<file path="config.mk">
export PLATFORM = sky130hd
export DESIGN_NAME = spt_front
export DESIGN_NICKNAME = d
export VERILOG_FILES = /design/src/hw/rtl/spt_pkg.sv /design/src/hw/rtl/spt_front.sv
export SDC_FILE = /design/constraint.sdc
export NUM_CORES = 1
export LEC_CHECK = 0
export ABC_AREA = 0
export BUFFER_PORTS_ARGS = -buffer_cell sky130_fd_sc_hd__clkbuf_2
export CAP_MARGIN = 20
export CORE_MARGIN = 5
export CORE_UTILIZATION = 23
export CTS_CLUSTER_SIZE = 30
export DETAILED_ROUTE_END_ITERATION = 6
export GPL_TIMING_DRIVEN = 0
export PLACE_DENSITY_LB_ADDON = 0.12
export SLEW_MARGIN = 15
export SYNTH_ARGS = -nofsm -noshare
export SYNTH_HDL_FRONTEND = slang
export SYNTH_SLANG_ARGS = --single-unit
export TNS_END_PERCENT = 1
</file>
<file path="constraint.sdc">
create_clock -name i_clk -period 2.3 [get_ports i_clk]
set_input_delay 0 -clock i_clk [delete_from_list [all_inputs] [get_ports i_clk]]
set_output_delay 0 -clock i_clk [all_outputs]
set_load 0.01 [all_outputs]
</file>
<file path="src/hw/rtl/spt_pkg.sv">
// spt_pkg: shared types for the sliding Pearson template matcher.
// Used by spt_front, spt_core and sliding_pearson_template_match.
`timescale 1ns / 1ps

package spt_pkg;

    localparam int unsigned IDX_BITS = 6;
    localparam int unsigned LEN_BITS = 7;
    localparam int unsigned CORR_BITS = 16;
    localparam int unsigned LEN_RESET = 64;

    typedef enum logic [1:0] {
        K_TPL,
        K_RESTART,
        K_SAMPLE
    } t_kind;

    typedef struct packed {
        t_kind                kind;
        logic [IDX_BITS-1:0]  idx;
    } t_cmd;

endpackage

</file>
<file path="src/hw/rtl/spt_front.sv">
// spt_front: accepts input requests, classifies them and queues them (2 deep).
// Depends on spt_pkg.
`timescale 1ns / 1ps

module spt_front #(
    parameter int MAX_TEMPLATE = 64,
    parameter int SAMPLE_BITS  = 16
) (
    input  logic                          i_clk,
    input  logic                          i_rst_n,
    input  logic                          i_valid,
    output logic                          o_ready,
    input  logic                          i_mode,
    input  logic [spt_pkg::IDX_BITS-1:0]  i_idx,
    input  logic [SAMPLE_BITS-1:0]        i_value,
    output logic                          o_q_valid,
    output spt_pkg::t_cmd                 o_q_cmd,
    output logic [SAMPLE_BITS-1:0]        o_q_value,
    input  logic                          i_q_ready
);

    spt_pkg::t_cmd            r_cmd [2];
    logic [SAMPLE_BITS-1:0]   r_val [2];
    logic [1:0]               r_cnt;
    logic                     r_rd;
    logic                     r_wr;
    spt_pkg::t_cmd            w_cmd;
    logic                     w_push;
    logic                     w_pop;

    always_comb begin
        w_cmd.idx = i_idx;
        if (i_mode) begin
            w_cmd.kind = spt_pkg::K_SAMPLE;
        end else if (32'(i_idx) < MAX_TEMPLATE) begin
            w_cmd.kind = spt_pkg::K_TPL;
        end else begin
            w_cmd.kind = spt_pkg::K_RESTART;
        end
    end

    assign o_ready   = (r_cnt != 2'd2);
    assign w_push    = i_valid && o_ready;
    assign o_q_valid = (r_cnt != 2'd0);
    assign w_pop     = o_q_valid && i_q_ready;
    assign o_q_cmd   = r_cmd[r_rd];
    assign o_q_value = r_val[r_rd];

    always_ff @(posedge i_clk) begin
        if (!i_rst_n) begin
            r_cnt <= 2'd0;
            r_rd  <= 1'b0;
            r_wr  <= 1'b0;
        end else begin
            if (w_push) begin
                r_cmd[r_wr] <= w_cmd;
                r_val[r_wr] <= i_value;
                r_wr        <= ~r_wr;
            end
            if (w_pop) begin
                r_rd <= ~r_rd;
            end
            r_cnt <= r_cnt + 2'(w_push) - 2'(w_pop);
        end
    end

endmodule

</file>
=== Yosys cells after proc, flatten, opt, wreduce, memory -nomap -nowiden ===
Memories as Yosys holds them, arrays and structs flattened. A register that Yosys moved wholly into a read port is not among the register bits.
Cells that the tools add are included.

* Register bits after elaboration: 4
* Bits in writable memories: 48
* Bits of input ports: 27
* Output and inout port bits: 26
* Word-level logic and storage cells: 21
* Memories kept: 2

{| class="wikitable"
|+ Memory list
! name !! words !! bits a word !! read ports !! clocked after Yosys merged registers in !! write ports !! line !! text
|-
| r_val || 2 || 16 || 1 || 1 || 1 || spt_front.sv:23 || <nowiki>logic [SAMPLE_BITS-1:0] r_val [2];</nowiki>
|-
| r_cmd || 2 || 8 || 1 || 1 || 1 || spt_front.sv:22 || <nowiki>spt_pkg::t_cmd r_cmd [2];</nowiki>
|}

* $add $sub $neg: 2
* Equal/unequal tests: 1
* Mux-type cells: 8
* Bitwise operators: 2
* Reductions and logical operators: 3

{| class="wikitable"
|+ Operator list
! kind !! count
|-
| $mux W1 || 7
|-
| $add A2 B1 Y2 || 1
|-
| $logic_and A1 B1 Y1 || 2
|-
| $mux W2 || 1
|-
| $ne A2 B2 Y1 const B || 1
|-
| $not A1 Y1 || 2
|-
| $reduce_bool A2 Y1 || 1
|-
| $sub A2 B1 Y2 || 1
|}

=== Depth between registers and ports, before layout ===
Gate-level depths: netlist of the first run.

* Depth after elaboration: 5
* Depth in mapped cells: 9
* Mapped depth without buffers: 9

=== Least setup slack after synthesis of the first run ===
OpenSTA, ideal clock, no wires.

* Path kind: flip-flop to flip-flop
* Start: reg r_cnt[0]
* End: mem r_cmd[0][0] (netlist name), enable pin
* Library setup time: 403 ps
* Arrival: 1636 ps
* Data required time: 1897 ps
* Path slack: 261 ps
* Stages on the path, launching flop included: 4
* Path buffers: 0
* Period minus slack after synthesis: 2039 ps
* Path through: dfxtp_1 -> nand2b_1 -> nand3_1 -> nor2_1

* Cells in the longest elaborated chain, start to end: 5

{| class="wikitable"
|+ RTL lines
! what !! line !! text
|-
| from (decl) || spt_front.sv:24 || <nowiki>logic [1:0] r_cnt;</nowiki>
|-
| from (signal assigned) || spt_front.sv:63 || <nowiki>r_cnt <= r_cnt + 2'(w_push) - 2'(w_pop);</nowiki>
|-
| $ne A2 B2 Y1 || spt_front.sv:42 || <nowiki>assign o_ready = (r_cnt != 2'd2);</nowiki>
|-
| net o_ready || spt_front.sv:12 || <nowiki>output logic o_ready,</nowiki>
|-
| $logic_and A1 B1 Y1 || spt_front.sv:43 || <nowiki>assign w_push = i_valid && o_ready;</nowiki>
|-
| $mux W1 || spt_front.sv:55 || <nowiki>if (w_push) begin</nowiki>
|-
| $mux W1 || spt_front.sv:50 || <nowiki>if (!i_rst_n) begin</nowiki>
|-
| $mux W1 (not written as such) || spt_front.sv:56 || <nowiki>r_cmd[r_wr] <= w_cmd;</nowiki>
|-
| to (decl) || spt_front.sv:22 ||
|}

The timed path passes the listed nets, and every way through them passes these cells.

=== Worst setup path in the final report of the first run ===
* Start: reg r_cnt[0]
* End: mem r_cmd[1][5] (netlist name), enable pin

* Cells in the longest elaborated chain, start to end: 5

{| class="wikitable"
|+ RTL lines
! what !! line
|-
| $ne A2 B2 Y1 || spt_front.sv:42
|-
| $logic_and A1 B1 Y1 || spt_front.sv:43
|-
| $mux W1 || spt_front.sv:55
|-
| $mux W1 || spt_front.sv:50
|-
| $mux W1 (not written as such) || spt_front.sv:56
|}

No other way between the ends.

==> results of run 1 <==
final cells by class:
class | instances | share of cell area, %
timing repair buffer | 76 | 19.3
multi-input combinational | 42 | 14.8
sequential | 51 | 54.6
inverter | 2 | 0.277
buffer | 3 | 1.11
clock inverter | 3 | 2.49
clock buffer | 5 | 2.54
tap | 105 | 4.85
through the flow:
stage	utilization, %	setup WS, ns	power (uW)	hold slack, ns	cells
after floorplan	-	0.261	1550	0.0989	98
after global placement	28.1	-0.386	1750	0.190	254
after detailed placement	28.6	0.487	1780	0.193	255
after CTS	33.2	0.462	2540	0.0253	287
after global routing	33.2	0.396	2610	0.0445	287
final	33.2	0.501	2490	0.0377	287
report_power, final:
group	internal [uW]	switching [uW]
Combinational	328	285
Sequential	1110	46.5
Clock	434	290
synth_stat cells, drive strengths merged:
library cell	number	area (um2)
o22ai	1	6.26
nor2	1	3.75
inv	2	7.51
ha	2	25.0
mux2	23	259
o21a	1	8.76
nand2	1	3.75
nand3	1	5.00
buf	3	30.0
conb	1	3.75
dfxtp	5	100
or2	1	6.26
nor2b	2	12.5
and2	3	21.3
xnor2	3	26.3
nand2b	1	6.26
edfxtp	46	1380
and3	1	6.26
layer usage:
metal,vias up,routed length (um),global-route usage (%)
li1,533,-,-
met2,33,1880,12.9
met1,542,1500,7.84
met5,-,0,0
met3,5,235,2.69
met4,0,42,2.45
path summary, 6_finish.rpt:
| kind | end | slack, ns | cells past startpoint |
|---|---|---|---|
| setup reg to reg | r_cmd[1][5] | 0.50 | 4 |
| setup / recovery | r_cmd[1][5] | 0.50 | 4 |
| hold reg to reg | r_wr | 0.54 | 2 |
| hold / removal | r_wr | 0.04 | 3 |
worst max-delay path, stage by stage, from the launching register on:
cell      delay [ns]
dfxtp_1         0.38
nand2b_1        0.17
and2_4          0.16
and3_1          0.58
buf_16          0.22
flip-flops by register name, indices dropped and copies added, names as in the netlist, named ones only:
signal / count
r_rd: 1
r_wr: 1
r_cnt: 2
r_val: 32
r_cmd: 14
cells by family after synthesis:
logic type	share of synthesized area [%]
and+or+nand+nor	3.40
xor gates and xnor gates	1.37
DFF	77.4
other	0.196
buffers and inverters	1.96
adders and majority gates	1.31
muxes	13.5
AOI/OAI and AO/OA	0.785
layout by cell type (no fill, tap or decap):
master and instances:
clkbuf_2 51, edfxtp_1 46, dlygate4sd3_1 24, mux2_2 23, dfxtp_1 5, clkbuf_8 5
xnor2_1 3, inv_1 2, buf_6 2, nor2b_1 2, and2_1 2, ha_1 2
bufinv_16 2, o21a_2 1, or2_2 1, nand2b_1 1, and2_4 1, nand3_1 1
nor2_4 1, and3_1 1, nand2_1 1, o22ai_1 1, buf_4 1, conb_1 1
clkinvlp_4 1, buf_16 1
timing repair:
| action | CTS | global route |
|---|---|---|
| endpoints found under the hold margin | 47 | 0 |
| hold buffers | 24 | 0 |
| setup endpoints to repair | 0 | 0 |
==> impl_results.md, run 1 <==
- Outcome: completed
- Core Box Area: 8180 um2
- DRC Markers: 0
- Post-synthesis instance total: 98
- Fin nets: 210
- TNS Setup: 0 ns
- Crit end category: flip-flop
- Worst Path Class, Setup: flip-flop to flip-flop
- RSZ-0062 raised after global routing: no
- Syn avg cell area: 19.5 um2
- Initial core utilization: a little under a quarter
- Num ports: 53
- Maximum vdd drop: roughly 450 uV
- Cell Rows: 33
- Die W: ~100 um
- Vias in the first global route: 1200
- Largest net degree at the start of global routing: 24
- Hold Fails Final Rpt: 0
- Drt pass-1 iters: 4
- Hold_sp: i_valid
- Post-CTS Setup Inserts: 0
- Congestion Overflow GR: 0
- Clock skew: 0.00350 ns
- Routed Antenna Nets: 0
- Rel. slew slack: 49.6%
- Slew Viols, Final: 0
- Post-DP HPWL: between 2 and 3 mm
- Arrival @ worst endpoint: ~1.8 ns
- WL/cell: between 10 and 15 um
- Layout cells sized above 1: 49.5%
- Seq/Total Area, Yosys: 77.4%
- Initial antenna violation count: 0
- Tmin final: 1.80 ns
- CTS Buffer Depth: 2
- Period utilization: roughly four fifths
- GPL Wtd Cong: roughly 0.65
- Post-Syn Nets: between 100 and 150
- Worst Tran Pin Value: approximately 0.75 ns
- CTS Buf Count: 5
- Clk sinks: slightly above 50
- CTS tree: built
- Vias: about 1100
- Final Setup Violations: 0
- HP Class: input port to flip-flop
- Design Area, Final: ~2700 um2
- Number of max-cap violations: 0
- Htree depth: 2
- Die height: a little over 100 um
- I/O Buffers: 51
- CP max FO: 13
- Routed Wire Length: 3.66 mm
- Synth Register Bits: 51
- Via density: between 3 and 4
- Post-cts sizing count: 0
- Worst skew pair latency: roughly 0.29 ns
- R2R Path Start: r_cnt[0]
- CP startpoint: r_cnt[0]
- Tot GR Track Use: approximately 7.2%
- Storage element area: roughly 1500 um2
- Clk root buf: clkbuf_8
- Synthesis-to-finish area growth: 41.7%
- Diode count: 0
- Post-Syn Area: between 1500 and 2000 um2
- Startpoint class of the critical path: flip-flop
- PwrDens: 919 nW/um2
- Number of library cell types mapped by synthesis: 20
- Leak pwr: between 0.001 and 0.0015 uW
- Filler cells: roughly 840
- CP Data Required Time: ~2.3 ns
- Drt first-iter violations: 8
- Fmax: around 560 MHz
- Area after DPL: between 2000 and 2500 um2
- Global-route wire length before repair: roughly 5.6 mm
- Die area: a little over 10000 um2
- Area of the multi-input gates: ~400 um2
- Ys Warns: 0
- CTS clk-pin slew, worst paths: approximately 0.09 ns
Note: power is estimated with default switching activity, not from simulation.
==> inputs of run 2 (changes only) <==
- clock period: 2.3 -> 1.55 ns (I/O delays scaled with it)
==> impl_results.md, run 2 (synthesized netlist as in run 1, its figures left out) <==
- Outcome: finished with violations
- Violated checks: negative setup slack
- Drt pass-1 iters: 3
- Final Setup Violations: 7
- Cell Rows: 33
- Via density: roughly 3.8
- Die height: 101 um
- Maximum vdd drop: 443 uV
- Post-DP HPWL: 2.43 mm
- Drt first-iter violations: 21
- Routed Antenna Nets: 0
- Pre-CTS setup slack: -0.161 ns
- Period utilization: 105%
- Tmin final: roughly 1.6 ns
- Most frequent cells in the layout: clkbuf_2, edfxtp_1, mux2_2, dlygate4sd3_1, clkbuf_8
- Hold Fails Final Rpt: 0
- Fin nets: about 210
- Vias in the first global route: 1152
- Core Util, Final: between 30% and 40%
- Leak pwr: between 0.001 and 0.0015 uW
- I/O Buffers: between 50 and 60
- Diode count: 0
- PwrDens: between 1000 and 1500 nW/um2
- Worst skew pair latency: roughly 0.29 ns
- RSZ-0062 raised after global routing: yes
- Area of the multi-input gates: between 400 and 500 um2
- WL/cell: about 13 um
- Die W: approximately 100 um
- Final setup margin: -0.0715 ns
- Tot GR Track Use: 7.52%
- CP Data Required Time: approximately 1.7 ns
- GPL Wtd Cong: 0.670
- Htree depth: 2
- Clock skew: 0.00312 ns
- Die area: a little over 10000 um2
- Filler cells: slightly above 800
- Number of max-cap violations: 0
- Synthesis-to-finish area growth: 42.4%
- Commonest non-fill, non-tap cell in the layout: clkbuf_2
- Biggest regs: r_val x32, r_cmd x14, r_cnt x2
- Global-route wire length before repair: about 5.7 mm
- CP max FO: 4
- Worst Path Class, Setup: flip-flop to flip-flop
- Most flop-heavy register: r_val
- Storage element area: between 1000 and 1500 um2
- Congestion Overflow GR: 0
- CTS Buf Count: 5
- DRC Markers: 0
- CTS Buffer Depth: 2
- Startpoint class of the critical path: flip-flop
- CTS tree: built
- Core Box Area: 8180 um2
- Initial core utilization: between 20% and 30%
- Max reg flops: 32
- Routed Wire Length: roughly 3.8 mm
- Clk root buf: clkbuf_8
- Initial antenna violation count: 0
- HP Class: input port to flip-flop
- Slew Viols, Final: 0
- Clk sinks: 51
- Crit end category: flip-flop
- Largest net degree at the start of global routing: 24
- CTS clk-pin slew, worst paths: 0.08 ns
- Num ports: 53
- Arrival @ worst endpoint: roughly 1.8 ns
- Vias: 1108
- Fmax: 617 MHz
- Layout cells sized above 1: between 50 and 60%
[run 2: cell types whose count changed in the layout (fill, tap and decap cells not counted), sizes merged]
cell | before | now
clkinvlp | 1 | 0
bufinv | 2 | 1
clkinv | 0 | 2
dlygate4sd3 | 24 | 23
buf | 4 | 5
nor2 | 1 | 2
[run 2: repair_timing]
item,in CTS,in global routing
gates cloned,1,0
buffers inserted,0,2
hold endpoints to repair,46,0
resized for setup,4,9
setup endpoints to repair,48,25
hold buffers,23,0
pin swaps,1,8
[run 2: final timing paths]
path | cells after the start | start | end | slack [ns]
worst max-delay path | 9 | r_cnt[0] | r_cnt[1] | -0.07
worst max register to register | 9 | r_cnt[0] | r_cnt[1] | -0.07
worst min-delay path | 2 | i_rst_n | r_cnt[1] | 0.02
worst min register to register | 2 | r_rd | r_rd | 0.54
[run 2: per-layer routing]
layer | global-route usage [%] | routed length (um)
met1 | 7.83 | 1550
met2 | 13.8 | 1960
met3 | 2.75 | 238
met4 | 2.76 | 29
met5 | 0 | 0
[run 2: final cells by class]
cell class / count / share of cell area (%)
Sequential cell: 51 / 54.6
Timing Repair Buffer: 76 / 18.4
Multi-Input combinational cell: 43 / 16.8
Tap cell: 105 / 4.82
Clock buffer: 5 / 2.53
Clock inverter: 3 / 1.42
Buffer: 3 / 1.10
Inverter: 2 / 0.367
[run 2: where the power goes]
group	switching (uW)	internal [uW]	total, uW
registers	84.0	1650	1740
logic	458	545	1000
clock network	403	473	876
[run 2: stage by stage]
step	instance area (um2)	hold WS [ns]	std cells	power [uW]	TNS (ns)
finish	2720	0.0215	288	3620	-0.0803
global route	2720	0.0191	288	3830	-1.32
CTS	2670	0.0126	286	3580	-0.778
detailed placement	2310	0.193	254	2620	-7.47
global placement	2300	0.189	254	2600	-14.29
floorplan	1920	0.0989	98	2300	-2.97
[run 2: critical path: stages, from the launching register on]
cell and delay (ns):
dfxtp_4 0.37, nand2b_4 0.13, and2_4 0.16, inv_4 0.04
ha_4 0.25, inv_2 0.04, ha_4 0.15, xnor2_2 0.14
xnor2_1 0.12, and2_1 0.13
==> inputs of run 3 (changes only) <==
- CELL_PAD_IN_SITES_DETAIL_PLACEMENT: unset -> 1
- CELL_PAD_IN_SITES_GLOBAL_PLACEMENT: unset -> 2
==> impl_results.md, run 3 (synthesized netlist as in run 1, its figures left out) <==
- Outcome: finished with violations
- Violated checks: negative setup slack
- I/O Buffers: 51
- Initial core utilization: about a quarter
- Crit end category: flip-flop
- WL/cell: about 14 um
- TNS Setup: -0.0709 ns
- PwrDens: roughly 1300 nW/um2
- CTS tree: built
- Global-route wire length before repair: 5.95 mm
- Non-Filler Instances: 286
- Tmin final: roughly 1.6 ns
- CTS Buf Count: 5
- Congestion Overflow GR: 0
- Design Power: 3610 uW
- Commonest non-fill, non-tap cell in the layout: clkbuf_2
- HP Class: input port to flip-flop
- Max Used Layer: met4
- Routed Wire Length: around 4.0 mm
- Pre-CTS setup slack: -0.163 ns
- Most frequent cells in the layout: clkbuf_2, edfxtp_1, mux2_2, dlygate4sd3_1, clkbuf_8
- RSZ-0062 raised after global routing: yes
- Core Box Area: 8180 um2
- Die area: 10200 um2
- Largest net degree at the start of global routing: 24
- Vias in the first global route: 1225
- Slew Viols, Final: 0
- Fin nets: 210
- Fmax: 617 MHz
- CTS clk-pin slew, worst paths: 0.08 ns
- Die W: between 100 and 150 um
- Final setup margin: -0.0709 ns
- Final Setup Violations: 1
- CTS Buffer Depth: 2
- Synthesis-to-finish area growth: 41.6%
- Cell Rows: 33
- Met2 wire len: 2.01 mm
- Maximum vdd drop: 466 uV
- Diode count: 0
- Startpoint class of the critical path: flip-flop
- Initial antenna violation count: 0
- Arrival @ worst endpoint: about 1.8 ns
- Worst skew pair latency: approximately 0.29 ns
- WL met1: 1.74 mm
- Met3 WL: between 200 and 250 um
- Hold Fails Final Rpt: 0
- Drt pass-1 iters: 3
- Drt first-iter violations: 20
- Max reg flops: 32
- Filler cells: 879
- Biggest regs: r_val x32, r_cmd x14, r_cnt x2
- GPL Wtd Cong: 0.747
- DRC Markers: 0
- Period utilization: 105%
- Clock skew: 0.00420 ns
- Clk root buf: clkbuf_8
- CP max FO: 4
- Routed Antenna Nets: 0
- Tot GR Track Use: 7.87%
- Layout cells sized above 1: around 54%
- Die height: ~100 um
- Post-DP HPWL: between 2 and 3 mm
- Worst Path Class, Setup: flip-flop to flip-flop
- Vias: 1115
- Num ports: 53
- # placed instances: between 200 and 300
- Most flop-heavy register: r_val
- Htree depth: 2
- Clk sinks: a little over 50
- Via density: between 3 and 4
- Leak pwr: around 0.0010 uW
- Number of max-cap violations: 0
- CP Data Required Time: 1.74 ns
## run 3: changes by cell type in the layout (fill, tap and decap cells not counted), sizes merged
cell	delta
clkinv	-2
buf	-1
clkbuf	+1
## run 3: worst max-delay path, stage by stage (launching register included)
cell and delay, ns:
dfxtp_4 0.37, nand2b_4 0.13, and2_4 0.15, inv_2 0.04
ha_4 0.25, inv_2 0.04, ha_4 0.15, xnor2_2 0.13
xnor2_1 0.12, and2_1 0.13
## run 3: worst paths after layout
kind | depth (start not counted) | startpoint | to | slack [ns]
max | 9 | r_cnt[0] | r_cnt[1] | -0.07
min | 2 | i_rst_n | r_cnt[0] | 0.02
max reg2reg | 9 | r_cnt[0] | r_cnt[1] | -0.07
min reg2reg | 2 | r_rd | flip-flop | 0.56
## run 3: cell type report
class | count | area (um2) | share of cell area [%]
plain buffers | 3 | 30.0 | 1.11
clock buffers | 6 | 72.6 | 2.68
clock inverters | 1 | 30.0 | 1.11
inverters | 2 | 7.51 | 0.277
multi-input cells | 43 | 458 | 16.9
flip-flops and latches | 51 | 1490 | 54.9
well taps | 105 | 131 | 4.85
repair buffers | 75 | 493 | 18.2
## run 3: power breakdown
part	leakage [uW]	internal [uW]	switching (uW)
Sequential	0.000464	1650	85.1
Clock	0.0000513	473	399
Combinational	0.000489	537	457
Total	0.00100	2660	941
## run 3: through the flow
stage | area [um2] | utilization, % | hold slack, ns
CTS | 2660 | 32.6 | 0.00864
finish | 2710 | 33.1 | 0.0217
floorplan | 1920 | - | 0.0989
detailed placement | 2310 | 28.2 | 0.194
global route | 2710 | 33.1 | 0.0263
global placement | 2300 | 28.2 | 0.189
## run 3: metal layers
metal	vias up	global-route usage (%)
met4	0	3.07
li1	531	-
met1	548	9.35
met2	34	13.4
met5	-	0
met3	2	2.27
## run 3: repair_timing
| action | CTS | global route |
|---|---|---|
| hold endpoints to repair | 46 | 0 |
| buffers inserted | 0 | 1 |
| cloned | 1 | 0 |
| pin swaps | 1 | 8 |
| resized for setup | 3 | 9 |
| hold buffers | 23 | 0 |
| endpoints found under the setup margin | 48 | 47 |
